`config.mk`:
```
export PLATFORM = sky130hd
export DESIGN_NAME = length_prefixed_frame_deframer
export DESIGN_NICKNAME = d
export VERILOG_FILES = /design/src/rtl/core/lpfd_pkg.sv /design/src/rtl/core/lpfd_parser.sv /design/src/rtl/core/length_prefixed_frame_deframer.sv
export SDC_FILE = /design/constraint.sdc
export NUM_CORES = 1
export LEC_CHECK = 0
export ABC_AREA = 1
export BUFFER_PORTS_ARGS = -buffer_cell sky130_fd_sc_hd__buf_2
export CAP_MARGIN = 20
export CORE_UTILIZATION = 45
export CTS_BUF_LIST = sky130_fd_sc_hd__clkbuf_8 sky130_fd_sc_hd__clkbuf_16
export DETAILED_ROUTE_END_ITERATION = 10
export PLACE_DENSITY_LB_ADDON = 0.05
export SLEW_MARGIN = 15
export SYNTH_ARGS = -nofsm -noshare
export SYNTH_HDL_FRONTEND = slang
export SYNTH_SLANG_ARGS = --single-unit
export TNS_END_PERCENT = 20
```
`constraint.sdc`:
```
create_clock -name clk -period 2.6 [get_ports clk]
set_clock_uncertainty 0.1 [all_clocks]
set_input_delay 0 -clock clk [delete_from_list [all_inputs] [get_ports clk]]
set_output_delay 0 -clock clk [all_outputs]
set_load 0.03 [all_outputs]
```
`src/rtl/core/lpfd_pkg.sv`:
```
package lpfd_pkg;

  localparam int LENGTH_BITS = 10;
  // frame length register also holds the raw low header byte
  localparam int FRAME_W     = (LENGTH_BITS > 8) ? LENGTH_BITS : 8;
  localparam int MSG_LEN_W   = 10;
  localparam int BYTE_W      = 8;
  localparam int OUT_DATA_W  = ((BYTE_W + MSG_LEN_W + 7) / 8) * 8;

  typedef enum logic {
    OP_BYTE  = 1'b0,
    OP_FLUSH = 1'b1
  } op_t;

  typedef enum logic [1:0] {
    KIND_DATA  = 2'd0,
    KIND_EMPTY = 2'd1,
    KIND_ABORT = 2'd2
  } kind_t;

  typedef struct packed {
    op_t               op;
    logic [BYTE_W-1:0] data;
  } item_t;

  typedef struct packed {
    logic                 valid;
    kind_t                kind;
    logic [BYTE_W-1:0]    payload;
    logic [MSG_LEN_W-1:0] msg_len;
    logic                 last;
  } result_t;

endpackage

```
`src/rtl/core/lpfd_parser.sv`:
```
module lpfd_parser
  import lpfd_pkg::*;
(
  input  logic    clk,
  input  logic    rst_n,
  input  logic    step,
  input  item_t   item,
  output result_t res
);

  typedef enum logic [1:0] {
    PH_LOW  = 2'd0,
    PH_HIGH = 2'd1,
    PH_DATA = 2'd2
  } phase_t;

  phase_t                 phase_r, phase_nxt;
  logic [FRAME_W-1:0]     frame_len_r, frame_len_nxt;
  logic [LENGTH_BITS-1:0] count_r, count_nxt;

  logic [LENGTH_BITS-1:0] hdr_len;
  logic [LENGTH_BITS-1:0] count_inc;
  logic                   is_last;

  assign hdr_len   = LENGTH_BITS'({item.data, frame_len_r[7:0]});
  assign count_inc = count_r + 1'b1;
  assign is_last   = (FRAME_W'(count_inc) == frame_len_r);

  always_comb begin
    phase_nxt     = phase_r;
    frame_len_nxt = frame_len_r;
    count_nxt     = count_r;
    res           = '{valid: 1'b0, kind: KIND_DATA, payload: '0, msg_len: '0, last: 1'b0};

    if (item.op == OP_FLUSH) begin
      if (phase_r == PH_HIGH || phase_r == PH_DATA) begin
        res = '{valid: 1'b1, kind: KIND_ABORT, payload: '0,
                msg_len: MSG_LEN_W'(frame_len_r), last: 1'b1};
      end
      phase_nxt     = PH_LOW;
      frame_len_nxt = '0;
      count_nxt     = '0;
    end else begin
      case (phase_r)
        PH_HIGH: begin
          frame_len_nxt = FRAME_W'(hdr_len);
          count_nxt     = '0;
          if (hdr_len == '0) begin
            phase_nxt = PH_LOW;
            res = '{valid: 1'b1, kind: KIND_EMPTY, payload: '0, msg_len: '0, last: 1'b1};
          end else begin
            phase_nxt = PH_DATA;
          end
        end
        PH_DATA: begin
          count_nxt = count_inc;
          res = '{valid: 1'b1, kind: KIND_DATA, payload: item.data,
                  msg_len: MSG_LEN_W'(frame_len_r), last: is_last};
          if (is_last) phase_nxt = PH_LOW;
        end
        default: begin
          // low header byte
          frame_len_nxt = FRAME_W'(item.data);
          count_nxt     = '0;
          phase_nxt     = PH_HIGH;
        end
      endcase
    end
  end

  always_ff @(posedge clk) begin
    if (!rst_n) begin
      phase_r     <= PH_LOW;
      frame_len_r <= '0;
      count_r     <= '0;
    end else if (step) begin
      phase_r     <= phase_nxt;
      frame_len_r <= frame_len_nxt;
      count_r     <= count_nxt;
    end
  end

endmodule

```
`src/rtl/core/length_prefixed_frame_deframer.sv`:
```
// Length-prefixed frame deframer.
// Input stream: one transaction per received byte (in_tuser = 0) or an
// empty-packet event (in_tuser = 1) that returns the parser to the header.
// Each message is a little-endian 16-bit length, masked to LENGTH_BITS,
// followed by that many payload bytes. Only a zero-length header produces output.
// Output stream: one transaction per payload byte (kind data), one for a
// zero-length message (kind empty) and one when an empty packet cuts a
// message short (kind abort). out_tlast marks the final byte of a message
// and every empty or aborted message.
// Path: a byte is held in the input register, and its result in the output register.
// Throughput: one input transaction per cycle when not stalled, set by the
// input register feeding the parser state and result register in a single pass.
// Reset: synchronous, active low; clears the parser to await a low length
// byte and empties both registers.
// Stall: while out_tready is low a held result stays put; one more item
// is held in the input register, then in_tready drops.
module length_prefixed_frame_deframer
  import lpfd_pkg::*;
(
  input  logic                  clk,
  input  logic                  rst_n,
  input  logic                  in_tvalid,
  output logic                  in_tready,
  input  logic [BYTE_W-1:0]     in_tdata,   // [7:0] stream_byte
  input  logic                  in_tuser,   // [0] operation
  output logic                  out_tvalid,
  input  logic                  out_tready,
  output logic [OUT_DATA_W-1:0] out_tdata,  // [7:0] payload_byte, [17:8] message_length
  output logic [1:0]            out_tuser,  // [1:0] kind
  output logic                  out_tlast
);

  logic    in_valid_r;
  item_t   in_item_r;
  logic    out_valid_r;
  result_t out_res_r;
  result_t res;
  logic    advance;
  logic    step;

  assign advance   = !out_valid_r || out_tready;
  assign step      = in_valid_r && advance;
  assign in_tready = !in_valid_r || advance;

  always_ff @(posedge clk) begin
    if (!rst_n) begin
      in_valid_r <= 1'b0;
    end else if (in_tready) begin
      in_valid_r <= in_tvalid;
    end
  end

  always_ff @(posedge clk) begin
    if (in_tready && in_tvalid) begin
      in_item_r <= '{op: op_t'(in_tuser), data: in_tdata};
    end
  end

  lpfd_parser u_parser (
    .clk   (clk),
    .rst_n (rst_n),
    .step  (step),
    .item  (in_item_r),
    .res   (res)
  );

  always_ff @(posedge clk) begin
    if (!rst_n) begin
      out_valid_r <= 1'b0;
    end else if (advance) begin
      out_valid_r <= in_valid_r && res.valid;
    end
  end

  always_ff @(posedge clk) begin
    if (advance) begin
      out_res_r <= res;
    end
  end

  assign out_tvalid = out_valid_r;
  assign out_tdata  = OUT_DATA_W'({out_res_r.msg_len, out_res_r.payload});
  assign out_tuser  = out_res_r.kind;
  assign out_tlast  = out_res_r.last;

endmodule

```
==> reports/qor.txt, run 1 <==
=================================================================================================================
Outcome ............................................................................................ finished, final reports clean
Setup Total Neg Slack ..............................................................................         0 ns
Highest cell delay on the worst timing path ........................................................      0.44 ns
Area growth from synthesis to layout ...............................................................       18.74%
CP dominant cell by count ..........................................................................      nand2_1
Floorplan core area ................................................................................ 0.005172 mm2
Multi-input combinational cell area ................................................................    880.8 um2
Sink Count .........................................................................................           54
Arrival time of the worst setup path ...............................................................      2.10 ns
Endpoint type of the worst setup path ..............................................................         flop
Vias per cell ......................................................................................        4.869
Type of the setup path with the least slack ........................................................      reg2reg
Min-Delay Path Class ...............................................................................       in2reg
Power Internal .....................................................................................     1.264 mW
Mean Syn Cell Area .................................................................................    8.871 um2
Reg-to-Reg End ..................................................................................... u_parser.phase_r[1]
Sequential-to-total area share from yosys stat .....................................................       56.21%
GR Util All Layers .................................................................................       19.43%
Min cycle time layout ..............................................................................     1.999 ns
Max Buffers Root-to-Sink ...........................................................................            2
Combinational fraction of design power .............................................................        10.7%
Launching instance or port of the critical path .................................................... u_parser.count_r[0]
Synthesized-area fraction occupied by ao, oa, aoi and oai cells ....................................       7.383%
CTS Root Cell ......................................................................................     clkbuf_8
Arithmetic-cell share of the synthesized area counting full adders, half adders and majority gates .       1.527%
Starting DRT DRC Count .............................................................................           89
Number of DRC violations after detailed routing ....................................................            0
Share of post-route cells with drive strength above 1 ..............................................       15.60%
Wire length after detailed routing .................................................................      5228 um
Total of fill cells in the finished design .........................................................          488
Cell count after synthesis .........................................................................          277
Peak fanout along the critical path ................................................................            6
Upper clock frequency limit ........................................................................    500.3 MHz
Number of H-tree levels ............................................................................            2
Mapped Area ........................................................................................ 0.002457 mm2
Worst hold path startpoint .........................................................................   out_tready
Mux share of post-synthesis cell area ..............................................................           0%
Dominant combinational cell family by area after synthesis ......................................... simple AND/OR/NAND/NOR gates
Standard-cell rows .................................................................................           26
Number of vias after detailed routing ..............................................................        1,933
Drt first pass iters ...............................................................................            4
Clock Power Share ..................................................................................        32.8%
Initial antenna violation count ....................................................................            0
Total chip power ...................................................................................     1.664 mW
Boundary Pins ......................................................................................           42
Sink of the worst hold path ........................................................................   out_tvalid
Reg2Reg Launch Point ............................................................................... u_parser.count_r[0]
Sw power ...........................................................................................    0.3998 mW
Worst-path clk slew ................................................................................      0.09 ns
Hold depth .........................................................................................            5
Endpoints failing hold .............................................................................            0
Area occupied by registers ......................................................................... 0.001381 mm2
Worst skew pair latency ............................................................................      0.30 ns
Register-to-register setup slack ...................................................................      0.60 ns
Count of buffers from port buffering ...............................................................           35
Wire length of the first global-routing pass .......................................................      8135 um
Max Cap Viol .......................................................................................            0
Peak ir drop on the vdd network ....................................................................    0.3023 mV
Setup Viol. Count Final ............................................................................            0
RSZ-0062 raised after global routing ...............................................................        false
Pin count of the biggest net entering global routing ...............................................           23
ANT cells ..........................................................................................            0
DIE WIDTH ..........................................................................................     75.90 um
Clock buffer count from CTS ........................................................................            5
Switching power share of the total .................................................................       24.03%
Final Core Density .................................................................................       56.41%
Quantity of gates resized following cts ............................................................            0
Detail Route Antenna Nets ..........................................................................            0
Number of max-slew violations in the final report ..................................................            0
Simple-gate share of the synthesized area ..........................................................       24.59%
Critical-path cell with the highest stage delay ....................................................      dfxtp_1
Power Dens Cells ................................................................................... 570.3 mW/mm2
Cell-by-cell trace of the critical path ............................................................ ha_1 > nand2_1 > inv_1 > nand2_1 > nand2_1 > nand2_1 > nand2_1 > nand2_1 > inv_1 > nand3_1 > nor2_2 > nand3_2 > a21oi_1 > nor2_1
Area enclosed by the die boundary .................................................................. 0.005760 mm2
Actual slew at the worst max-slew pin ..............................................................    0.7256 ns
GRT overflow .......................................................................................            0
Launching element type of the critical path ........................................................         flop
Post-layout net count ..............................................................................          343
Number of distinct library cells after synthesis ...................................................           26
Worst Reg2Reg Path Length in Cells .................................................................           14
LEAKAGE ............................................................................................     1.252 nW
Worst slew slack as a fraction of its limit ........................................................       51.57%
Via count of the first global-routing pass .........................................................        1,823
Starting utilization of the core area ..............................................................       47.51%
Clock tree from TritonCTS ..........................................................................         done
Count of warnings emitted by yosys .................................................................            0
HPWL after detailed placement ......................................................................      3746 um
Worst endpoint required time .......................................................................      2.70 ns
Number of flip-flops and latches in the synthesized netlist ........................................           54
Global placement routability congestion ............................................................       0.8556
Tcrit/Tclk final ...................................................................................       76.88%
Xor/xnor share of the synthesized area .............................................................       1.426%
Routed wire per std cell ...........................................................................     13.17 um
Sequential share of power ..........................................................................        56.5%
Vertical die dimension .............................................................................     75.90 um
=================================================================================================================
==> state kept, by name (all words and copies together) (netlist names) <==
signal and count:
out_tdata 18, u_parser.frame_len_r 10, u_parser.count_r 10, in_item_r 9, out_tvalid 1, out_tuser 2, u_parser.phase_r 2, in_valid_r 1
out_tlast 1
==> synth_stat cells <==
cell	number	area (um2)
a211oi_1	3	22.52
a21oi_1	13	65.06
a31oi_1	1	6.260
and2_1	1	6.260
buf_4	6	45.04
clkbuf_1	5	18.77
conb_1	1	3.750
dfxtp_1	24	480.5
edfxtp_1	30	900.9
ha_1	3	37.54
inv_1	40	150.1
nand2_1	57	214.0
nand2_2	1	6.260
nand3_1	26	130.1
nand3_2	2	20.02
nand4_1	2	12.51
nor2_1	30	112.6
nor2_2	2	12.51
nor2_4	2	22.52
nor3_1	11	55.05
nor4_1	2	12.51
o21ai_0	2	10.01
o21bai_1	1	7.510
o32ai_1	8	70.07
xnor2_1	2	17.52
xor2_1	2	17.52
==> worst max path at each step <==
stage | to | slack [ns]
4_1_cts | u_parser.phase_r[1] | 0.60
2_1_floorplan | u_parser.count_r[3] | 0.48
3_5_place_dp | u_parser.phase_r[1] | 0.63
3_3_place_gp | out_tlast | 0.68
6_report | u_parser.phase_r[1] | 0.60
5_1_grt | u_parser.phase_r[1] | 0.31
==> per-stage QoR <==
step	cells	setup WS, ns	instance area [um2]	hold WS (ns)
3_3_place_gp	378	0.6819	2690	0.07757
6_report	397	0.6011	2918	0.2167
5_1_grt	397	0.3111	2918	0.2995
3_5_place_dp	378	0.6323	2690	0.07809
4_1_cts	397	0.6026	2918	0.2424
2_1_floorplan	282	0.4756	2476	-0.001131
==> area by class of cell <==
class                   instances  share of cell area (%)
clock buffers                   5                   2.358
well taps                      70                   3.002
clock inverters                 2                   1.329
repair buffers                 49                   10.63
inverters                      40                   5.146
multi-input cells             177                   30.19
flip-flops and latches         54                   47.34
==> metal layers <==
layer  track usage [%]  part of all wire, %  vias to the layer above
li1                  -                    -                     1003
met1             24.04                   45                      882
met2             34.81                   50                       43
met3             2.778                  4.2                        5
met4             6.173                  1.1                        0
met5                 0                    0                        -
==> critical path: cells and delay by family, from the launching register on <==
kind	cells	cell delay, ns
buffers and inverters	2	0.19
DFF	1	0.44
adders and majority gates	1	0.23
AOI/OAI and AO/OA	1	0.14
and+or+nand+nor	10	0.80
==> logic make-up after synthesis <==
| kind of cell | count (synthesis) |
|---|---|
| and+or+nand+nor | 136 |
| DFF | 54 |
| buffers and inverters | 51 |
| AOI/OAI and AO/OA | 28 |
| xor gates and xnor gates | 4 |
| adders and majority gates | 3 |
| other | 1 |
==> power by group through the flow <==
stage	sequential (mW)	clock (mW)	combinational, mW
finish	0.940	0.546	0.178
floorplan	0.981	0	0.0986
global placement	0.960	0	0.162
global route	0.943	0.582	0.195
detailed placement	0.960	0	0.163
CTS	0.941	0.556	0.178
==> cell usage in the layout (no fill, tap or decap), types with 3 or more instances in the layout <==
| master | Yosys | final |
|---|---|---|
| nand2_1 | 57 | 57 |
| inv_1 | 40 | 40 |
| buf_2 | 0 | 35 |
| nor2_1 | 30 | 30 |
| edfxtp_1 | 30 | 30 |
| nand3_1 | 26 | 26 |
| dfxtp_1 | 24 | 24 |
| a21oi_1 | 13 | 13 |
| dlygate4sd3_1 | 0 | 12 |
| nor3_1 | 11 | 11 |
| o32ai_1 | 8 | 8 |
| conb_1 | 1 | 6 |
| clkbuf_8 | 0 | 5 |
| a211oi_1 | 3 | 3 |
| ha_1 | 3 | 3 |
==> repair_timing <==
item	4_1_cts	5_1_grt
hold buffers	12	0
endpoints found under the hold margin	12	0
setup buffers	0	0
No activity file was read; power rests on OpenSTA's default activity.
==> run 2, diff against run 1 <==
clock period = 1.61 ns   (was 2.6 ns; I/O delays follow)
==> run 2 against run 1 <==
The run now ends with setup timing left. Combinational power is 85% higher. Via count is 8.8% higher. Sequential share of layout area is 4.9 points lower. Die area stayed put. Register-to-register slack worse by 0.78 ns. Final area is 13% higher. Sequential power is 61% higher. Worst hold slack better by 0.073 ns. Global-route usage is 2.5 points higher. Clock power is 40% higher. Clock-buffer cell count stayed put. Fmax is 12% higher.
==> reports/qor.txt, run 2 (same netlist as run 1, synthesis figures left out) <==
==================================================================================
Most frequent cells in the layout ................................... 45 x nand2_1, 35 x inv_1, 35 x buf_2
Sink Count ..........................................................           54
Via count of the first global-routing pass ..........................        1,981
ANT cells ...........................................................            0
Delay-heaviest family, CP ........................................... simple AND/OR/NAND/NOR gates
Clock tree from TritonCTS ...........................................         done
Vias per cell .......................................................        4.939
Flip-flop count of the largest register, all copies and words added .           18
Highest cell delay on the worst timing path .........................      0.38 ns
Launching instance or port of the critical path ..................... u_parser.count_r[0]
Worst hold path startpoint ..........................................  in_tdata[6]
Number of DRC violations after detailed routing .....................            0
GRT overflow ........................................................            0
Endpoints failing hold ..............................................            0
Detail Route Antenna Nets ...........................................            0
Critical-path cell with the highest stage delay .....................      dfxtp_4
Min cycle time layout ...............................................     1.789 ns
Standard-cell rows ..................................................           26
Type of the setup path with the least slack .........................      reg2reg
Clock buffer count from CTS .........................................            5
Max Cap Viol ........................................................            0
CTS Root Cell .......................................................     clkbuf_8
Final Core Density ..................................................       63.81%
Worst skew pair latency .............................................      0.32 ns
Pin count of the biggest net entering global routing ................           23
Max Buffers Root-to-Sink ............................................            2
Register-to-register setup slack ....................................     -0.18 ns
Number of max-slew violations in the final report ...................            0
HPWL after detailed placement .......................................      4021 um
Upper clock frequency limit .........................................    559.1 MHz
Arrival time of the worst setup path ................................      1.85 ns
Endpoint type of the worst setup path ...............................         flop
Boundary Pins .......................................................           42
Outcome ............................................................. finished, violations left
Setup Viol. Count Final .............................................            3
Number of vias after detailed routing ...............................        2,104
Peak fanout along the critical path .................................            5
Global placement routability congestion .............................       0.8366
Share of post-route cells with drive strength above 1 ...............       34.27%
Number of buffer and inverter stages on the critical path ...........            2
Wire length of the first global-routing pass ........................      9135 um
Worst-path clk slew .................................................      0.10 ns
Most common cell after layout, fill and taps aside ..................      nand2_1
Reg2Reg Launch Point ................................................ u_parser.count_r[0]
Vertical die dimension ..............................................     75.90 um
Wire length after detailed routing ..................................      5739 um
Final Instance Area ................................................. 0.003301 mm2
Cells after DPL .....................................................          400
Cell-by-cell trace of the critical path ............................. ha_4 > nand2_4 > inv_4 > buf_4 > nand2_4 > nand2_1 > nand2_1 > nand4_1 > nor2_2 > nand3_1 > a31oi_1
Number of H-tree levels .............................................            2
Area of placed instances ............................................ 0.002902 mm2
RSZ-0062 raised after global routing ................................         true
Launching element type of the critical path .........................         flop
Area growth from synthesis to layout ................................       34.32%
Peak ir drop on the vdd network .....................................    0.5514 mV
Count of buffers from port buffering ................................           35
Initial antenna violation count .....................................            0
Floorplan core area ................................................. 0.005172 mm2
Starting DRT DRC Count ..............................................          105
Post-layout net count ...............................................          371
Tcrit/Tclk final ....................................................       111.1%
Non-Filler Instances ................................................          426
Worst endpoint required time ........................................      1.68 ns
Total chip power ....................................................     2.606 mW
Min-Delay Path Class ................................................       in2reg
Drt first pass iters ................................................            4
GR Util All Layers ..................................................       21.94%
DIE WIDTH ...........................................................     75.90 um
Violations in the final reports ..................................... setup timing
Pre-CTS setup slack .................................................   -0.2568 ns
Power Dens Cells .................................................... 789.5 mW/mm2
LEAKAGE .............................................................     1.447 nW
Routed wire per std cell ............................................     13.47 um
Area enclosed by the die boundary ................................... 0.005760 mm2
Starting utilization of the core area ...............................       47.51%
Final setup slack of the worst path .................................   -0.1785 ns
==================================================================================
==> run 2: cell count changes in the layout (fill, tap and decap cells not counted), sizes merged <==
| cell | delta |
|---|---|
| buf | +27 |
| clkinvlp | +2 |
| nor2 | +1 |
| bufinv | -1 |
==> run 2: final timing paths <==
| check | to | cells past startpoint |
|---|---|---|
| setup reg to reg | out_tlast | 11 |
| hold reg to reg | u_parser.count_r[9] | 2 |
| hold / removal | in_item_r[6] | 2 |
| setup / recovery | out_tlast | 11 |
==> run 2: worst register-to-register path: cells and delay by family, from the launching register on <==
kind | cells | cell delay [ns]
compound gates | 1 | 0.15
fa+ha+maj | 1 | 0.18
buf+inv | 2 | 0.19
flops | 1 | 0.38
simple gates | 7 | 0.65
==> run 2: cell type report <==
type                       count  area, um2
clock buffer                   5      68.82
clock inverter                 3      20.02
fill                         451       1872
inverter                      40      156.4
multi-input combinational    178       1051
sequential                    54       1400
tap                           70      87.58
timing repair buffer          76      516.7
==> run 2: through the flow <==
stage / setup TNS, ns / hold WS (ns)
CTS: -0.4942 / 0.2822
detailed placement: -0.7104 / 0.07808
global placement: -0.5374 / 0.07752
global route: -0.9864 / 0.2839
finish: -0.5157 / 0.2900
floorplan: -1.367 / -0.001131
==> run 2: timing repair <==
| item | in CTS | in global routing |
|---|---|---|
| setup endpoints to repair | 6 | 25 |
| hold buffers | 12 | 0 |
| resized for setup | 16 | 28 |
| hold endpoints to repair | 12 | 0 |
| pin swaps | 7 | 20 |
| setup buffers | 2 | 3 |
| gates cloned | 0 | 1 |
==> run 2: metal layers <==
layer  vias up  part of all wire [%]  track usage (%)
li1       1062                     -                -
met4         0                   1.7            8.436
met5         -                     0                0
met3         8                   3.6            4.497
met1       983                    44            27.35
met2        51                    50            37.36
==> run 2: power by group <==
part	leakage, nW	total (mW)	switching, mW	internal, mW
combinational	0.860	0.330	0.222	0.109
clock	0.0422	0.762	0.455	0.307
sequential	0.544	1.51	0.0232	1.49
==> run 3, diff against run 2 <==
CORE_UTILIZATION = 50   (was 45)
==> run 3 against run 2 <==
Non-clock buffer count is 2 higher. Final area grew 1.8%. The run still ends with setup timing left. Clock-buffer cell count unchanged. Total power grew 6.2%. Highest routed layer unchanged. Sequential power about the same.
==> reports/qor.txt, run 3 (same netlist as run 1, synthesis figures left out) <==
==================================================================================
Via count of the first global-routing pass ..........................        1,946
Post-layout net count ...............................................          373
Hold depth ..........................................................            2
Peak ir drop on the vdd network .....................................    0.5197 mV
Starting DRT DRC Count ..............................................          149
Max Buffers Root-to-Sink ............................................            2
Sink Count ..........................................................           54
Pin count of the biggest net entering global routing ................           23
Routed wire per std cell ............................................     13.77 um
Number of vias after detailed routing ...............................        2,157
LEAKAGE .............................................................     1.468 nW
Power Dens Cells .................................................... 823.9 mW/mm2
Floorplan core area ................................................. 0.004723 mm2
Final Core Density ..................................................       71.13%
Non-Filler Instances ................................................          425
Max Cap Viol ........................................................            0
Most common cell after layout, fill and taps aside ..................      nand2_1
Tcrit/Tclk final ....................................................       117.5%
GRT overflow ........................................................            0
Worst skew pair latency .............................................      0.32 ns
RSZ-0062 raised after global routing ................................         true
Final Instance Area ................................................. 0.003359 mm2
Wire length after detailed routing ..................................      5851 um
Drt first pass iters ................................................            4
Endpoints failing hold ..............................................            0
Min-Delay Path Class ................................................       in2reg
Starting utilization of the core area ...............................       52.03%
Count of buffers from port buffering ................................           35
Setup Total Neg Slack ...............................................   -0.8234 ns
Most frequent cells in the layout ................................... 49 x nand2_1, 35 x inv_1, 35 x buf_2
Number of H-tree levels .............................................            2
Pre-CTS setup slack .................................................   -0.2482 ns
Worst Reg2Reg Path Length in Cells ..................................           11
Min cycle time layout ...............................................     1.892 ns
Setup Viol. Count Final .............................................            3
Detail Route Antenna Nets ...........................................            0
Hold Slack ..........................................................    0.2979 ns
Worst endpoint required time ........................................      1.67 ns
Flip-flop count of the largest register, all copies and words added .           18
GR Util All Layers ..................................................       22.86%
Highest cell delay on the worst timing path .........................      0.37 ns
CTS Root Cell .......................................................     clkbuf_8
Clock tree from TritonCTS ...........................................         done
Initial antenna violation count .....................................            0
Area growth from synthesis to layout ................................       36.71%
Wire length of the first global-routing pass ........................      8901 um
Share of post-route cells with drive strength above 1 ...............       34.64%
Endpoint type of the worst setup path ...............................         flop
Violations in the final reports ..................................... setup timing
Arrival time of the worst setup path ................................      1.95 ns
ANT cells ...........................................................            0
Number of DRC violations after detailed routing .....................            0
DIE WIDTH ...........................................................     72.11 um
Cells after DPL .....................................................          399
Standard-cell rows ..................................................           25
Number of max-slew violations in the final report ...................            0
Global placement routability congestion .............................       0.8757
Area of placed instances ............................................ 0.002913 mm2
Peak fanout along the critical path .................................            5
Boundary Pins .......................................................           42
Outcome ............................................................. finished, violations left
Final setup slack of the worst path .................................   -0.2816 ns
Worst-path clk slew .................................................      0.10 ns
Critical-path cell with the highest stage delay .....................      dfxtp_4
HPWL after detailed placement .......................................      3811 um
Upper clock frequency limit .........................................    528.7 MHz
Type of the setup path with the least slack .........................      reg2reg
Vias per cell .......................................................        5.075
Launching element type of the critical path .........................         flop
Total chip power ....................................................     2.768 mW
Cell-by-cell trace of the critical path ............................. ha_4 > nand2_4 > inv_4 > buf_4 > nand2_1 > nand2_1 > nand2_1 > nand4_1 > nor2_4 > nand3_2 > a31oi_2
Area enclosed by the die boundary ................................... 0.005199 mm2
Vertical die dimension ..............................................     72.11 um
Clock buffer count from CTS .........................................            5
CP dominant cell by count ...........................................      nand2_1
==================================================================================
==> run 3: changes by cell type in the layout (fill, tap and decap cells not counted), sizes merged <==
cell,change
bufinv,+1
buf,+2
nor2,-1
clkinvlp,-1
nand2,+1
==> run 3: cell type report <==
| type | count | area, um2 |
|---|---|---|
| Tap cell | 67 | 83.83 |
| Timing Repair Buffer | 78 | 531.8 |
| Inverter | 40 | 156.4 |
| Fill cell | 366 | 1364 |
| Sequential cell | 54 | 1395 |
| Multi-Input combinational cell | 178 | 1081 |
| Clock inverter | 3 | 42.54 |
| Clock buffer | 5 | 68.82 |
==> run 3: repair_timing <==
action	CTS	global route
setup buffers	0	5
setup endpoints to repair	4	21
pin swaps	1	17
endpoints found under the hold margin	12	0
cloned	0	1
gates resized for setup	4	39
hold buffers	12	0
==> run 3: worst paths after layout <==
check / start / end / slack [ns]
hold / removal: in_tdata[1] / in_item_r[1] / 0.30
setup / recovery: u_parser.count_r[1] / out_tlast / -0.28
setup reg to reg: u_parser.count_r[1] / out_tlast / -0.28
hold reg to reg: u_parser.count_r[9] / u_parser.count_r[9] / 0.39
==> run 3: critical path: cells and delay by family (launching register included) <==
family,cells,cell delay [ns]
flops,1,0.37
compound gates,1,0.19
simple gates,7,0.71
buf+inv,2,0.18
fa+ha+maj,1,0.17
==> run 3: power by group <==
group / switching (mW) / leakage, nW / total (mW) / internal, mW
Combinational: 0.231 / 0.865 / 0.343 / 0.112
Sequential: 0.0225 / 0.543 / 1.51 / 1.49
Clock: 0.449 / 0.0595 / 0.910 / 0.461
==> run 3: layer usage <==
layer	up-vias	GRT usage, %	share of wire [%]
met5	-	0	0
met4	0	10.24	2.6
met3	16	3.472	3.9
met2	63	39.04	51
met1	1008	28.66	42
li1	1070	-	-
